`src/rtl/gsbc_pkg.sv`:
```
// Package for the gyro still-period bias calibrator: widths, field positions,
// register indexes, fixed-point constants and the iteration unit's control types.
// No dependencies.
package gsbc_pkg;

  // Sample counter width default and field widths
  localparam int COUNT_BITS_DEF = 16;
  localparam int GYRO_W         = 24;
  localparam int ACCEL_W        = 24;
  localparam int TEMP_W         = 16;
  localparam int TIME_W         = 32;
  localparam int LIMIT_W        = 23;
  localparam int GRAV_W         = 23;
  localparam int SQ_W           = 2 * ACCEL_W - 1;
  localparam int NORM_W         = 24;

  // Shared iteration unit: operand width, remainder width, square root steps
  localparam int OPND_W     = 48;
  localparam int ITER_W     = 27;
  localparam int SQRT_STEPS = 24;

  // Input tdata layout, lowest bit first
  localparam int IN_GYRO_LSB   = 0;
  localparam int IN_ACCEL_LSB  = 72;
  localparam int IN_TEMP_LSB   = 144;
  localparam int IN_HEATER_BIT = 160;
  localparam int IN_TIME_LSB   = 161;
  localparam int IN_TDATA_W    = 200;

  // Output tdata layout, lowest bit first
  localparam int OUT_CALIBRATING_BIT = 0;
  localparam int OUT_CALIBRATED_BIT  = 1;
  localparam int OUT_PAD_W           = 7;
  localparam int OUT_TDATA_W         = 104;

  // Configuration port
  localparam int CFG_IDX_W  = 3;
  localparam int CFG_DATA_W = 24;

  localparam logic [CFG_IDX_W-1:0] REG_MOVE_LIMIT   = 3'd0;
  localparam logic [CFG_IDX_W-1:0] REG_ACCEL_TOL    = 3'd1;
  localparam logic [CFG_IDX_W-1:0] REG_TARGET_TEMP  = 3'd2;
  localparam logic [CFG_IDX_W-1:0] REG_STABLE_TIME  = 3'd3;
  localparam logic [CFG_IDX_W-1:0] REG_SAMPLE_TGT   = 3'd4;
  localparam logic [CFG_IDX_W-1:0] REG_OFFSET_X     = 3'd5;
  localparam logic [CFG_IDX_W-1:0] REG_OFFSET_Y     = 3'd6;
  localparam logic [CFG_IDX_W-1:0] REG_OFFSET_Z     = 3'd7;

  // Register reset values
  localparam logic [LIMIT_W-1:0] MOVE_LIMIT_RST  = 23'd5719;
  localparam logic [LIMIT_W-1:0] ACCEL_TOL_RST   = 23'd32134;
  localparam logic [TEMP_W-1:0]  TARGET_TEMP_RST = 16'd10240;
  localparam logic [15:0]        STABLE_TIME_RST = 16'd1000;
  localparam logic [15:0]        SAMPLE_TGT_RST  = 16'd2000;

  // Fixed-point constants
  localparam int GRAVITY_Q16  = 642689;   // 9.80665 m/s2 in Q8.16
  localparam int TEMP_BAND_Q8 = 256;      // 1 degree C in Q8.8
  localparam int OFF_MAX      = 8388607;
  localparam int OFF_MIN      = -8388608;
  localparam int GRAV_MAX     = 8388607;

  // Iteration unit request and status
  typedef struct packed {
    logic start;
    logic sqrt_mode;
  } iter_req_t;

  typedef struct packed {
    logic busy;
    logic done;
  } iter_sts_t;

endpackage

```
`src/rtl/gsbc_sq.sv`:
```
// Registered squarer for one accel axis, reused across the three axes.
// Depends on gsbc_pkg.
module gsbc_sq (
  input  logic                           clk_i,
  input  logic [gsbc_pkg::ACCEL_W-1:0]   a_i,
  output logic [gsbc_pkg::SQ_W-1:0]      sq_o
);

  logic signed [2*gsbc_pkg::ACCEL_W-1:0] prod;

  // Square of a signed value is non-negative and at most 2^46
  assign prod = $signed(a_i) * $signed(a_i);

  always_ff @(posedge clk_i) begin
    sq_o <= prod[gsbc_pkg::SQ_W-1:0];
  end

endmodule

```
`src/rtl/gsbc_iter.sv`:
```
// Shared trial-subtract unit: runs a floor square root (two bits a step) or an
// unsigned restoring division (one bit a step). Depends on gsbc_pkg.
module gsbc_iter #(
  parameter int COUNT_BITS = gsbc_pkg::COUNT_BITS_DEF
) (
  input  logic                          clk_i,
  input  logic                          rst_ni,
  input  gsbc_pkg::iter_req_t           req_i,
  input  logic [gsbc_pkg::OPND_W-1:0]   operand_i,
  input  logic [COUNT_BITS-1:0]         divisor_i,
  output gsbc_pkg::iter_sts_t           sts_o,
  output logic [gsbc_pkg::OPND_W-1:0]   result_o
);

  localparam int OW        = gsbc_pkg::OPND_W;
  localparam int RW        = gsbc_pkg::ITER_W;
  localparam int DIV_STEPS = gsbc_pkg::GYRO_W + COUNT_BITS;
  localparam int PRE_SHIFT = OW - DIV_STEPS;
  localparam int CNT_W     = $clog2(OW + 1);

  logic             busy_q, done_q, sqrt_q;
  logic [CNT_W-1:0] cnt_q;
  logic [RW-1:0]    rem_q, rem_sh, trial;
  logic [OW-1:0]    opnd_q, acc_q;
  logic [RW:0]      diff;
  logic             take;

  // One trial subtraction per cycle
  always_comb begin
    if (sqrt_q) begin
      rem_sh = {rem_q[RW-3:0], opnd_q[OW-1 -: 2]};
      trial  = RW'({acc_q[gsbc_pkg::SQRT_STEPS-1:0], 2'b01});
    end else begin
      rem_sh = {rem_q[RW-2:0], opnd_q[OW-1]};
      trial  = RW'(divisor_i);
    end
    diff = {1'b0, rem_sh} - {1'b0, trial};
    take = ~diff[RW];
  end

  // Step counter and handshake flags
  always_ff @(posedge clk_i or negedge rst_ni) begin
    if (!rst_ni) begin
      busy_q <= 1'b0;
      done_q <= 1'b0;
      sqrt_q <= 1'b0;
      cnt_q  <= '0;
    end else begin
      done_q <= 1'b0;
      if (req_i.start) begin
        busy_q <= 1'b1;
        sqrt_q <= req_i.sqrt_mode;
        cnt_q  <= req_i.sqrt_mode ? CNT_W'(gsbc_pkg::SQRT_STEPS) : CNT_W'(DIV_STEPS);
      end else if (busy_q) begin
        cnt_q <= cnt_q - CNT_W'(1);
        if (cnt_q == CNT_W'(1)) begin
          busy_q <= 1'b0;
          done_q <= 1'b1;
        end
      end
    end
  end

  // Remainder, operand and result shift registers
  always_ff @(posedge clk_i) begin
    if (req_i.start) begin
      rem_q  <= '0;
      acc_q  <= '0;
      opnd_q <= req_i.sqrt_mode ? operand_i : (operand_i << PRE_SHIFT);
    end else if (busy_q) begin
      rem_q  <= take ? diff[RW-1:0] : rem_sh;
      acc_q  <= {acc_q[OW-2:0], take};
      opnd_q <= sqrt_q ? (opnd_q << 2) : (opnd_q << 1);
    end
  end

  assign sts_o.busy = busy_q;
  assign sts_o.done = done_q;
  assign result_o   = acc_q;

endmodule

```
`src/rtl/gyro_still_bias_calibrator_core.sv`:
```
// Top level of the gyro still-period bias calibrator: sequencer, state and
// registers. Depends on gsbc_pkg, gsbc_sq and gsbc_iter.
//
//  Channel   Dir  Handshake                 Payload
//  s_axis    in   s_axis_tvalid/tready      s_axis_tdata: one IMU sample
//  m_axis    out  m_axis_tvalid/tready      m_axis_tdata: status and latched values
//  cfg       in   cfg_we_i (no wait)        cfg_idx_i, cfg_wdata_i
//
// A sample passes through band check, three squares on the shared
// multiplier, 24 square root steps in the iteration unit, stillness check, output.
// The sample that completes calibration adds four divisions of 24+COUNT_BITS
// steps each on the same unit. s_axis_tready is high only between samples; a
// waiting result sits in the output register while the next sample is taken
// in. Reset needs no clearing pass.
module gyro_still_bias_calibrator_core #(
  parameter int COUNT_BITS = gsbc_pkg::COUNT_BITS_DEF
) (
  input  logic                                clk_i,
  input  logic                                rst_ni,
  // gyro_x, gyro_y, gyro_z, accel_x, accel_y, accel_z, temperature,
  // heater_settled, time_ms, zero pad
  input  logic                                s_axis_tvalid,
  output logic                                s_axis_tready,
  input  logic [gsbc_pkg::IN_TDATA_W-1:0]     s_axis_tdata,
  // calibrating, calibrated, new_offset_x, new_offset_y, new_offset_z,
  // gravity_reference, zero pad
  output logic                                m_axis_tvalid,
  input  logic                                m_axis_tready,
  output logic [gsbc_pkg::OUT_TDATA_W-1:0]    m_axis_tdata,
  input  logic                                cfg_we_i,
  input  logic [gsbc_pkg::CFG_IDX_W-1:0]      cfg_idx_i,
  input  logic [gsbc_pkg::CFG_DATA_W-1:0]     cfg_wdata_i
);

  localparam int GW    = gsbc_pkg::GYRO_W;
  localparam int SUM_W = gsbc_pkg::GYRO_W + COUNT_BITS;
  localparam int OFW   = SUM_W + 2;
  localparam int TW    = (COUNT_BITS > 16) ? COUNT_BITS : 16;
  localparam int OW    = gsbc_pkg::OPND_W;

  localparam logic [COUNT_BITS-1:0] COUNT_MAX = '1;
  localparam logic [OFW-1:0] OFF_MAX_W = OFW'(gsbc_pkg::OFF_MAX);
  localparam logic [OFW-1:0] OFF_MIN_W = OFW'(gsbc_pkg::OFF_MIN);

  // Sequencer states
  localparam logic [3:0] ST_IDLE  = 4'd0;
  localparam logic [3:0] ST_BAND  = 4'd1;
  localparam logic [3:0] ST_SQ0   = 4'd2;
  localparam logic [3:0] ST_SQ1   = 4'd3;
  localparam logic [3:0] ST_SQ2   = 4'd4;
  localparam logic [3:0] ST_SQ3   = 4'd5;
  localparam logic [3:0] ST_SQGO  = 4'd6;
  localparam logic [3:0] ST_SQWT  = 4'd7;
  localparam logic [3:0] ST_CHECK = 4'd8;
  localparam logic [3:0] ST_DIVGO = 4'd9;
  localparam logic [3:0] ST_DIVWT = 4'd10;
  localparam logic [3:0] ST_DIVPT = 4'd11;
  localparam logic [3:0] ST_OUT   = 4'd12;

  localparam logic [1:0] IDX_GRAV = 2'd3;

  // Configuration registers
  logic [gsbc_pkg::LIMIT_W-1:0] move_limit_q, accel_tol_q;
  logic [gsbc_pkg::TEMP_W-1:0]  target_temp_q;
  logic [15:0]                  stable_time_q, sample_tgt_q;
  logic [GW-1:0]                offset_q [3];

  // Captured sample
  logic [GW-1:0]                gyro_q  [3];
  logic [gsbc_pkg::ACCEL_W-1:0] accel_q [3];
  logic [gsbc_pkg::TEMP_W-1:0]  temp_q;
  logic                         heater_q;
  logic [gsbc_pkg::TIME_W-1:0]  time_q;

  // Calibration state
  logic [3:0]                   state_q, state_d;
  logic [SUM_W-1:0]             rate_sum_q [3];
  logic [SUM_W-1:0]             norm_sum_q;
  logic [COUNT_BITS-1:0]        still_cnt_q;
  logic [gsbc_pkg::TIME_W-1:0]  band_start_q;
  logic                         band_valid_q, accum_q, done_q;
  logic [GW-1:0]                lat_off_q [3];
  logic [gsbc_pkg::GRAV_W-1:0]  lat_grav_q;
  logic [1:0]                   div_idx_q;
  logic                         div_neg_q;
  logic [OW-1:0]                sumsq_q;
  logic                         m_valid_q;
  logic [gsbc_pkg::OUT_TDATA_W-1:0] m_data_q;

  // Shared units
  logic [gsbc_pkg::ACCEL_W-1:0] mul_a;
  logic [gsbc_pkg::SQ_W-1:0]    prod;
  gsbc_pkg::iter_req_t          iter_req;
  gsbc_pkg::iter_sts_t          iter_sts;
  logic [OW-1:0]                iter_opnd, iter_res;

  // Combinational helpers
  logic [16:0]                  temp_diff, temp_abs;
  logic                         in_band, settled;
  logic [gsbc_pkg::TIME_W-1:0]  band_ref, elapsed;
  logic [GW-1:0]                gyro_mag [3];
  logic                         move_fail, accel_fail, finish;
  logic [gsbc_pkg::NORM_W-1:0]  norm;
  logic [24:0]                  norm_dev, dev_abs;
  logic [COUNT_BITS-1:0]        count_inc;
  logic [TW-1:0]                target_cmp;
  logic [SUM_W-1:0]             src_sum, src_mag, dividend, quot;
  logic                         src_neg;
  logic [GW-1:0]                off_sel, off_sat;
  logic [OFW-1:0]               q_adj, off_diff;
  logic [gsbc_pkg::GRAV_W-1:0]  grav_sat;

  // Temperature band and band timing
  always_comb begin
    temp_diff = {temp_q[15], temp_q} - {target_temp_q[15], target_temp_q};
    temp_abs  = temp_diff[16] ? (~temp_diff + 17'd1) : temp_diff;
    in_band   = heater_q && (temp_abs <= 17'(gsbc_pkg::TEMP_BAND_Q8));
    band_ref  = band_valid_q ? band_start_q : time_q;
    elapsed   = time_q - band_ref;
    settled   = elapsed >= {16'd0, stable_time_q};
  end

  // Stillness test and still counter
  always_comb begin
    move_fail = 1'b0;
    for (int i = 0; i < 3; i++) begin
      gyro_mag[i] = gyro_q[i][GW-1] ? (~gyro_q[i] + GW'(1)) : gyro_q[i];
      if (gyro_mag[i] > {1'b0, move_limit_q}) move_fail = 1'b1;
    end
    norm       = iter_res[gsbc_pkg::NORM_W-1:0];
    norm_dev   = {1'b0, norm} - 25'(gsbc_pkg::GRAVITY_Q16);
    dev_abs    = norm_dev[24] ? (~norm_dev + 25'd1) : norm_dev;
    accel_fail = dev_abs > {2'b00, accel_tol_q};
    count_inc  = (still_cnt_q == COUNT_MAX) ? still_cnt_q : still_cnt_q + COUNT_BITS'(1);
    target_cmp = (TW'(sample_tgt_q) > TW'(COUNT_MAX)) ? TW'(COUNT_MAX) : TW'(sample_tgt_q);
    finish     = TW'(count_inc) >= target_cmp;
  end

  // Dividend for the mean: magnitude plus half the count
  always_comb begin
    case (div_idx_q)
      2'd0:    begin src_sum = rate_sum_q[0]; off_sel = offset_q[0]; end
      2'd1:    begin src_sum = rate_sum_q[1]; off_sel = offset_q[1]; end
      2'd2:    begin src_sum = rate_sum_q[2]; off_sel = offset_q[2]; end
      default: begin src_sum = norm_sum_q;    off_sel = offset_q[0]; end
    endcase
    src_neg  = (div_idx_q != IDX_GRAV) && src_sum[SUM_W-1];
    src_mag  = src_neg ? (~src_sum + SUM_W'(1)) : src_sum;
    dividend = src_mag + SUM_W'(still_cnt_q >> 1);
  end

  // New offset and gravity reference with saturation
  always_comb begin
    quot     = iter_res[SUM_W-1:0];
    q_adj    = div_neg_q ? (~{2'b00, quot} + OFW'(1)) : {2'b00, quot};
    off_diff = {{(OFW-GW){off_sel[GW-1]}}, off_sel} - q_adj;
    if ($signed(off_diff) > $signed(OFF_MAX_W)) begin
      off_sat = GW'(gsbc_pkg::OFF_MAX);
    end else if ($signed(off_diff) < $signed(OFF_MIN_W)) begin
      off_sat = GW'(gsbc_pkg::OFF_MIN);
    end else begin
      off_sat = off_diff[GW-1:0];
    end
    if (quot > SUM_W'(gsbc_pkg::GRAV_MAX)) begin
      grav_sat = gsbc_pkg::GRAV_W'(gsbc_pkg::GRAV_MAX);
    end else begin
      grav_sat = quot[gsbc_pkg::GRAV_W-1:0];
    end
  end

  // Shared unit control
  always_comb begin
    case (state_q)
      ST_SQ0:  mul_a = accel_q[0];
      ST_SQ1:  mul_a = accel_q[1];
      default: mul_a = accel_q[2];
    endcase
    iter_req.start     = ((state_q == ST_SQGO) || (state_q == ST_DIVGO)) && !iter_sts.busy;
    iter_req.sqrt_mode = (state_q == ST_SQGO);
    iter_opnd          = (state_q == ST_SQGO) ? sumsq_q : OW'(dividend);
  end

  gsbc_sq u_sq (
    .clk_i (clk_i),
    .a_i   (mul_a),
    .sq_o  (prod)
  );

  gsbc_iter #(
    .COUNT_BITS (COUNT_BITS)
  ) u_iter (
    .clk_i     (clk_i),
    .rst_ni    (rst_ni),
    .req_i     (iter_req),
    .operand_i (iter_opnd),
    .divisor_i (still_cnt_q),
    .sts_o     (iter_sts),
    .result_o  (iter_res)
  );

  // Next state
  always_comb begin
    state_d = state_q;
    case (state_q)
      ST_IDLE:  if (s_axis_tvalid) state_d = done_q ? ST_OUT : ST_BAND;
      ST_BAND:  state_d = (in_band && settled) ? ST_SQ0 : ST_OUT;
      ST_SQ0:   state_d = ST_SQ1;
      ST_SQ1:   state_d = ST_SQ2;
      ST_SQ2:   state_d = ST_SQ3;
      ST_SQ3:   state_d = ST_SQGO;
      ST_SQGO:  if (!iter_sts.busy) state_d = ST_SQWT;
      ST_SQWT:  if (iter_sts.done) state_d = ST_CHECK;
      ST_CHECK: state_d = (move_fail || accel_fail || !finish) ? ST_OUT : ST_DIVGO;
      ST_DIVGO: if (!iter_sts.busy) state_d = ST_DIVWT;
      ST_DIVWT: if (iter_sts.done) state_d = ST_DIVPT;
      ST_DIVPT: state_d = (div_idx_q == IDX_GRAV) ? ST_OUT : ST_DIVGO;
      ST_OUT:   if (!m_valid_q || m_axis_tready) state_d = ST_IDLE;
      default:  state_d = ST_IDLE;
    endcase
  end

  // Configuration writes
  always_ff @(posedge clk_i or negedge rst_ni) begin
    if (!rst_ni) begin
      move_limit_q  <= gsbc_pkg::MOVE_LIMIT_RST;
      accel_tol_q   <= gsbc_pkg::ACCEL_TOL_RST;
      target_temp_q <= gsbc_pkg::TARGET_TEMP_RST;
      stable_time_q <= gsbc_pkg::STABLE_TIME_RST;
      sample_tgt_q  <= gsbc_pkg::SAMPLE_TGT_RST;
      offset_q[0]   <= '0;
      offset_q[1]   <= '0;
      offset_q[2]   <= '0;
    end else if (cfg_we_i) begin
      case (cfg_idx_i)
        gsbc_pkg::REG_MOVE_LIMIT:  move_limit_q  <= cfg_wdata_i[gsbc_pkg::LIMIT_W-1:0];
        gsbc_pkg::REG_ACCEL_TOL:   accel_tol_q   <= cfg_wdata_i[gsbc_pkg::LIMIT_W-1:0];
        gsbc_pkg::REG_TARGET_TEMP: target_temp_q <= cfg_wdata_i[gsbc_pkg::TEMP_W-1:0];
        gsbc_pkg::REG_STABLE_TIME: stable_time_q <= cfg_wdata_i[15:0];
        gsbc_pkg::REG_SAMPLE_TGT:  sample_tgt_q  <= cfg_wdata_i[15:0];
        gsbc_pkg::REG_OFFSET_X:    offset_q[0]   <= cfg_wdata_i[GW-1:0];
        gsbc_pkg::REG_OFFSET_Y:    offset_q[1]   <= cfg_wdata_i[GW-1:0];
        gsbc_pkg::REG_OFFSET_Z:    offset_q[2]   <= cfg_wdata_i[GW-1:0];
        default: ;
      endcase
    end
  end

  // Sample capture, square sum and output data
  always_ff @(posedge clk_i) begin
    if (state_q == ST_IDLE && s_axis_tvalid) begin
      for (int i = 0; i < 3; i++) begin
        gyro_q[i]  <= s_axis_tdata[gsbc_pkg::IN_GYRO_LSB + GW*i +: GW];
        accel_q[i] <= s_axis_tdata[gsbc_pkg::IN_ACCEL_LSB + gsbc_pkg::ACCEL_W*i +:
                                   gsbc_pkg::ACCEL_W];
      end
      temp_q   <= s_axis_tdata[gsbc_pkg::IN_TEMP_LSB +: gsbc_pkg::TEMP_W];
      heater_q <= s_axis_tdata[gsbc_pkg::IN_HEATER_BIT];
      time_q   <= s_axis_tdata[gsbc_pkg::IN_TIME_LSB +: gsbc_pkg::TIME_W];
    end
    case (state_q)
      ST_SQ1:   sumsq_q <= OW'(prod);
      ST_SQ2,
      ST_SQ3:   sumsq_q <= sumsq_q + OW'(prod);
      default: ;
    endcase
    if (state_q == ST_DIVGO) div_neg_q <= src_neg;
    if (state_q == ST_OUT && (!m_valid_q || m_axis_tready)) begin
      m_data_q <= {{gsbc_pkg::OUT_PAD_W{1'b0}}, lat_grav_q, lat_off_q[2], lat_off_q[1],
                   lat_off_q[0], done_q, accum_q};
    end
  end

  // Sequencer and calibration state
  always_ff @(posedge clk_i or negedge rst_ni) begin
    if (!rst_ni) begin
      state_q      <= ST_IDLE;
      rate_sum_q[0] <= '0;
      rate_sum_q[1] <= '0;
      rate_sum_q[2] <= '0;
      norm_sum_q   <= '0;
      still_cnt_q  <= '0;
      accum_q      <= 1'b0;
      band_start_q <= '0;
      band_valid_q <= 1'b0;
      done_q       <= 1'b0;
      lat_off_q[0] <= '0;
      lat_off_q[1] <= '0;
      lat_off_q[2] <= '0;
      lat_grav_q   <= '0;
      div_idx_q    <= '0;
      m_valid_q    <= 1'b0;
    end else begin
      state_q <= state_d;

      // Band tracking; leaving the band or a short dwell clears the sums
      if (state_q == ST_BAND) begin
        if (!in_band) begin
          band_valid_q <= 1'b0;
        end else begin
          band_start_q <= band_ref;
          band_valid_q <= 1'b1;
        end
        if (!in_band || !settled) begin
          rate_sum_q[0] <= '0;
          rate_sum_q[1] <= '0;
          rate_sum_q[2] <= '0;
          norm_sum_q    <= '0;
          still_cnt_q   <= '0;
          accum_q       <= 1'b0;
        end
      end

      // Still sample accumulates, motion clears
      if (state_q == ST_CHECK) begin
        if (move_fail || accel_fail) begin
          rate_sum_q[0] <= '0;
          rate_sum_q[1] <= '0;
          rate_sum_q[2] <= '0;
          norm_sum_q    <= '0;
          still_cnt_q   <= '0;
          accum_q       <= 1'b0;
        end else begin
          for (int i = 0; i < 3; i++) begin
            rate_sum_q[i] <= rate_sum_q[i] + {{(SUM_W-GW){gyro_q[i][GW-1]}}, gyro_q[i]};
          end
          norm_sum_q  <= norm_sum_q + SUM_W'(norm);
          still_cnt_q <= count_inc;
          accum_q     <= 1'b1;
          div_idx_q   <= '0;
        end
      end

      // Latch one mean per division; the last one finishes calibration
      if (state_q == ST_DIVPT) begin
        case (div_idx_q)
          2'd0:    lat_off_q[0] <= off_sat;
          2'd1:    lat_off_q[1] <= off_sat;
          2'd2:    lat_off_q[2] <= off_sat;
          default: begin
            lat_grav_q    <= grav_sat;
            done_q        <= 1'b1;
            rate_sum_q[0] <= '0;
            rate_sum_q[1] <= '0;
            rate_sum_q[2] <= '0;
            norm_sum_q    <= '0;
            still_cnt_q   <= '0;
            accum_q       <= 1'b0;
          end
        endcase
        div_idx_q <= div_idx_q + 2'd1;
      end

      // Output register
      if (state_q == ST_OUT && (!m_valid_q || m_axis_tready)) begin
        m_valid_q <= 1'b1;
      end else if (m_axis_tready) begin
        m_valid_q <= 1'b0;
      end
    end
  end

  assign s_axis_tready = (state_q == ST_IDLE);
  assign m_axis_tvalid = m_valid_q;
  assign m_axis_tdata  = m_data_q;

endmodule

```
`config.mk`:
```
export PLATFORM = sky130hd
export DESIGN_NAME = gyro_still_bias_calibrator_core
export DESIGN_NICKNAME = d
export VERILOG_FILES = /design/src/rtl/gsbc_pkg.sv /design/src/rtl/gsbc_sq.sv /design/src/rtl/gsbc_iter.sv /design/src/rtl/gyro_still_bias_calibrator_core.sv
export SDC_FILE = /design/constraint.sdc
export NUM_CORES = 2
export LEC_CHECK = 0
export ABC_AREA = 1
export BUFFER_PORTS_ARGS = -buffer_cell sky130_fd_sc_hd__buf_4
export CORE_ASPECT_RATIO = 2
export CORE_MARGIN = 4
export CORE_UTILIZATION = 51
export CTS_CLUSTER_DIAMETER = 120
export DETAILED_ROUTE_END_ITERATION = 8
export PLACE_DENSITY = 0.75
export SYNTH_ARGS = -nofsm -noshare
export SYNTH_HDL_FRONTEND = slang
export SYNTH_SLANG_ARGS = --single-unit
```
`constraint.sdc`:
```
create_clock -name clk_i -period 11.8 [get_ports clk_i]
set_input_delay 0.59 -clock clk_i [delete_from_list [all_inputs] [get_ports clk_i]]
set_output_delay 0.59 -clock clk_i [all_outputs]
set_load 0.01 [all_outputs]
```
==> qor.yml <==
hold_path:
  min_path_type: "in2reg"
  min_from: "s_axis_tdata[54]"
  holdPathEnd: "gyro_q[0][54]"
  min_path_cells: 1
timing:
  max_freq_mhz: 96.9
  min_period_ns: 10.32
  setup_tns_ns: 0
  hold_ws_ns: 0.0358
  worst_pin_slew_ns: 1.29
  relSlewSlack: 0.132
  finalMaxSlewViolations: 0
  period_share: 0.874
  fin_skew_ns: 0.0523
  finalSetupViolCount: 0
  rsz0062_at_grt: "false"
  finalHoldViolations: 0
placement:
  port-buffer-count: 323
  post-dp-hpwl_um: 252000
  gp_congestion: 1.03
setup_path:
  critical_path.top_delay_family: "adder cells"
  r2r_setup_slack_ns: 1.48
  crit_cells: 28
  r2r_cells: 28
  worstReg2RegStart: "state_q[3]"
  crit_buf_inv: 10
  crit_type: "reg2reg"
  cpPeakStageDelay_ns: 0.83
  start_kind: "flip-flop"
  slowest_stage: "fa_1"
  cp_max_fo: 39
  reg2reg_to: "u_sq.sq_o[45]"
  required_ns: 12.36
  crit_arrival_ns: 10.88
  cp-end-kind: "flip-flop"
route:
  wire_per_inst_um: 22.9
  dr.pass1.iters: 9
  antenna_left: 0
  drt_first_iter_violations: 5547
  totalWireLength_um: 318000
  vias: 78500
  drc: 0
  vias_per_cell: 5.65
finish:
  nNetsFinal: 12900
  syn_to_final_growth_pct: 11.4
  drive_gt1_frac: 0.0835
  nFillCells: 15400
logic_synthesis:
  syn_area_per_cell_sq_um: 7.80
  synth_cell_types: 77
  yosysSeqAreaShare: 0.301
  synth-async-reset-ratio: 0.494
  ys_ff_latch: 987
  synth_ff_type: "dfrtp_1"
  ys_warn_count: 0
  synth_edf_count: 387
  syn-cell-area_sq_um: 86800
  synth_cells: 11100
clock_tree:
  clkLatencyLatePin_ns: 0.76
  cts_num_sinks: 987
  htreeDepth: 3
  ctsLongestPathBuffers: 3
  cts_setup_buffers: 0
  path_clk_slew_ns: 0.07
  clockRootBuffer: "clkbuf_16"
  numCtsBuffers: 96
  cts_tree: "built"
grt:
  track_usage: 0.356
  grt_antenna_before_repair: 12
  grt_pass1_wl_um: 477000
  grt_max_degree: 162
  grt_pass1_vias: 81700
  grt-ovfl-total: 0
die:
  num_io_pins: 338
  initial_core_util: 0.515
  num_rows: 213
  core_area_sq_um: 169000
  die_h_um: 591
  dieArea_sq_um: 177000
  die_x_um: 300
run:
  maxCapViolations: 0
status:
  status: "complete, no violations"
[cells in the mapped netlist, types with 10 or more instances]
master	number	area share
a21boi_0	19	0.0016
a21o_1	34	0.0029
a21oi_1	710	0.041
a21oi_2	101	0.010
a221oi_1	10	0.0010
a22oi_1	13	0.0011
a31oi_1	66	0.0048
buf_1	13	0.00056
buf_12	10	0.0023
buf_2	39	0.0022
buf_4	21	0.0018
clkbuf_1	219	0.0095
dfrtp_1	457	0.13
dfstp_2	31	0.0094
dfxtp_1	112	0.026
dlygate4sd1_1	16	0.0016
edfxtp_1	387	0.13
fa_1	559	0.13
ha_1	591	0.085
inv_1	1835	0.079
inv_2	11	0.00048
mux2i_1	31	0.0036
nand2_1	2378	0.10
nand2_2	104	0.0075
nand3_1	327	0.019
nand3b_1	26	0.0022
nand4_1	104	0.0075
nor2_1	1153	0.050
nor3_1	98	0.0056
nor4_1	44	0.0032
o211ai_1	40	0.0035
o21a_1	31	0.0027
o21ai_0	740	0.043
o21bai_1	35	0.0030
o221ai_1	17	0.0017
o22ai_1	126	0.0091
o31ai_1	15	0.0013
or2_2	68	0.0049
xnor2_1	126	0.013
xor2_1	294	0.030
[cell type report]
class                           count  area (sq um)  share of cell area
Antenna cell                       31          77.6            0.000802
Sequential cell                   987         26100               0.270
Clock buffer                      107          2480              0.0257
Clock inverter                     72           971              0.0100
Timing Repair Buffer              610          5060              0.0523
Inverter                         1854          6960              0.0720
Tap cell                         2257          2820              0.0292
Multi-Input combinational cell   7976         52200               0.540
[worst max-delay path by stage]
stage                     startpoint             to  slack, ns
after CTS                 state_q[3]  u_sq.sq_o[45]       1.83
after detailed placement  state_q[3]  u_sq.sq_o[45]       1.85
after global placement    state_q[3]  u_sq.sq_o[45]       1.97
after global routing      state_q[3]  u_sq.sq_o[45]       1.12
final                     state_q[3]  u_sq.sq_o[45]       1.48
after floorplan           state_q[1]  accel_q[0][0]       2.05
[per-stage QoR]
step / instance area, sq um / util / setup WS [ns] / instances
after floorplan: 86800 / - / 2.05 / 11100
after global placement: 91400 / 0.542 / 1.97 / 13500
after detailed placement: 91400 / 0.542 / 1.85 / 13500
after CTS: 96600 / 0.573 / 1.83 / 13900
after global routing: 96700 / 0.573 / 1.12 / 13900
final: 96700 / 0.573 / 1.48 / 13900
[registers in the layout, summed over array words and instances (netlist names), 23 cells and up]
signal and flops:
accel_q 72, accel_tol_q 23, band_start_q 32, gyro_q 72, lat_grav_q 23, lat_off_q 72, m_axis_tdata 97, move_limit_q 23
norm_sum_q 40, offset_q 72, rate_sum_q 120, sumsq_q 48, time_q 32, u_iter.opnd_q 48, u_iter.rem_q 26, u_iter.result_o 40
u_sq.sq_o 46
[layer usage]
metal  GRT usage  share of wire  wire (um)  up-vias
met5           0       0.000075         24        -
met3      0.0534          0.053      16900     1431
met2       0.643           0.50     161000     3238
met4       0.392           0.14      44400        4
met1       0.319           0.30      96300    37200
li1            -              -          -    36600
[logic make-up (layout without fill, tap and decap cells)]
logic type / after synthesis / after routing / share of synthesized area
and+or+nand+nor: 4346 / 4346 / 0.206
adders and majority gates: 1150 / 1150 / 0.214
xor gates and xnor gates: 422 / 422 / 0.0429
AOI/OAI and AO/OA: 2020 / 2020 / 0.133
other: 1 / 38 / 0.0000432
muxes: 31 / 31 / 0.00357
buffers and inverters: 2179 / 2643 / 0.0991
DFF: 987 / 987 / 0.301
[repair_timing]
action                                  4_1_cts  5_1_grt
gates resized for setup                       0        0
endpoints found under the setup margin        0        0
hold endpoints to repair                    249        0
hold buffers                                179        0
[layout by cell type (no fill, tap or decap), types with 15 or more instances in the layout]
cell	synthesis	layout
nor3_1	98	97
o21ai_0	740	740
a21boi_0	19	19
nor2_1	1153	1141
bufinv_16	0	16
clkinv_1	8	15
o22ai_1	126	126
a21o_1	34	34
buf_4	21	428
inv_1	1835	1832
nor2_2	9	16
a21oi_2	101	101
mux2i_1	31	31
nand2_2	104	105
o21bai_1	35	35
o221ai_1	17	17
o211ai_1	40	40
a31oi_1	66	66
nand3b_1	26	26
nor4_1	44	44
o21a_1	31	31
edfxtp_1	387	387
dfxtp_1	112	112
xnor2_1	126	126
fa_1	559	559
xor2_1	294	294
nand3_1	327	327
clkbuf_16	0	97
dfstp_2	31	31
or2_2	68	68
a21oi_1	710	710
nand4_1	104	104
nand2_1	2378	2377
diode_2	0	31
o31ai_1	15	15
ha_1	591	591
dfrtp_1	457	455
dlygate4sd3_1	0	179
Power is left out: the tool's default activity adds up to more than one toggle a clock period on the data nets, which glitch-free logic cannot reach.
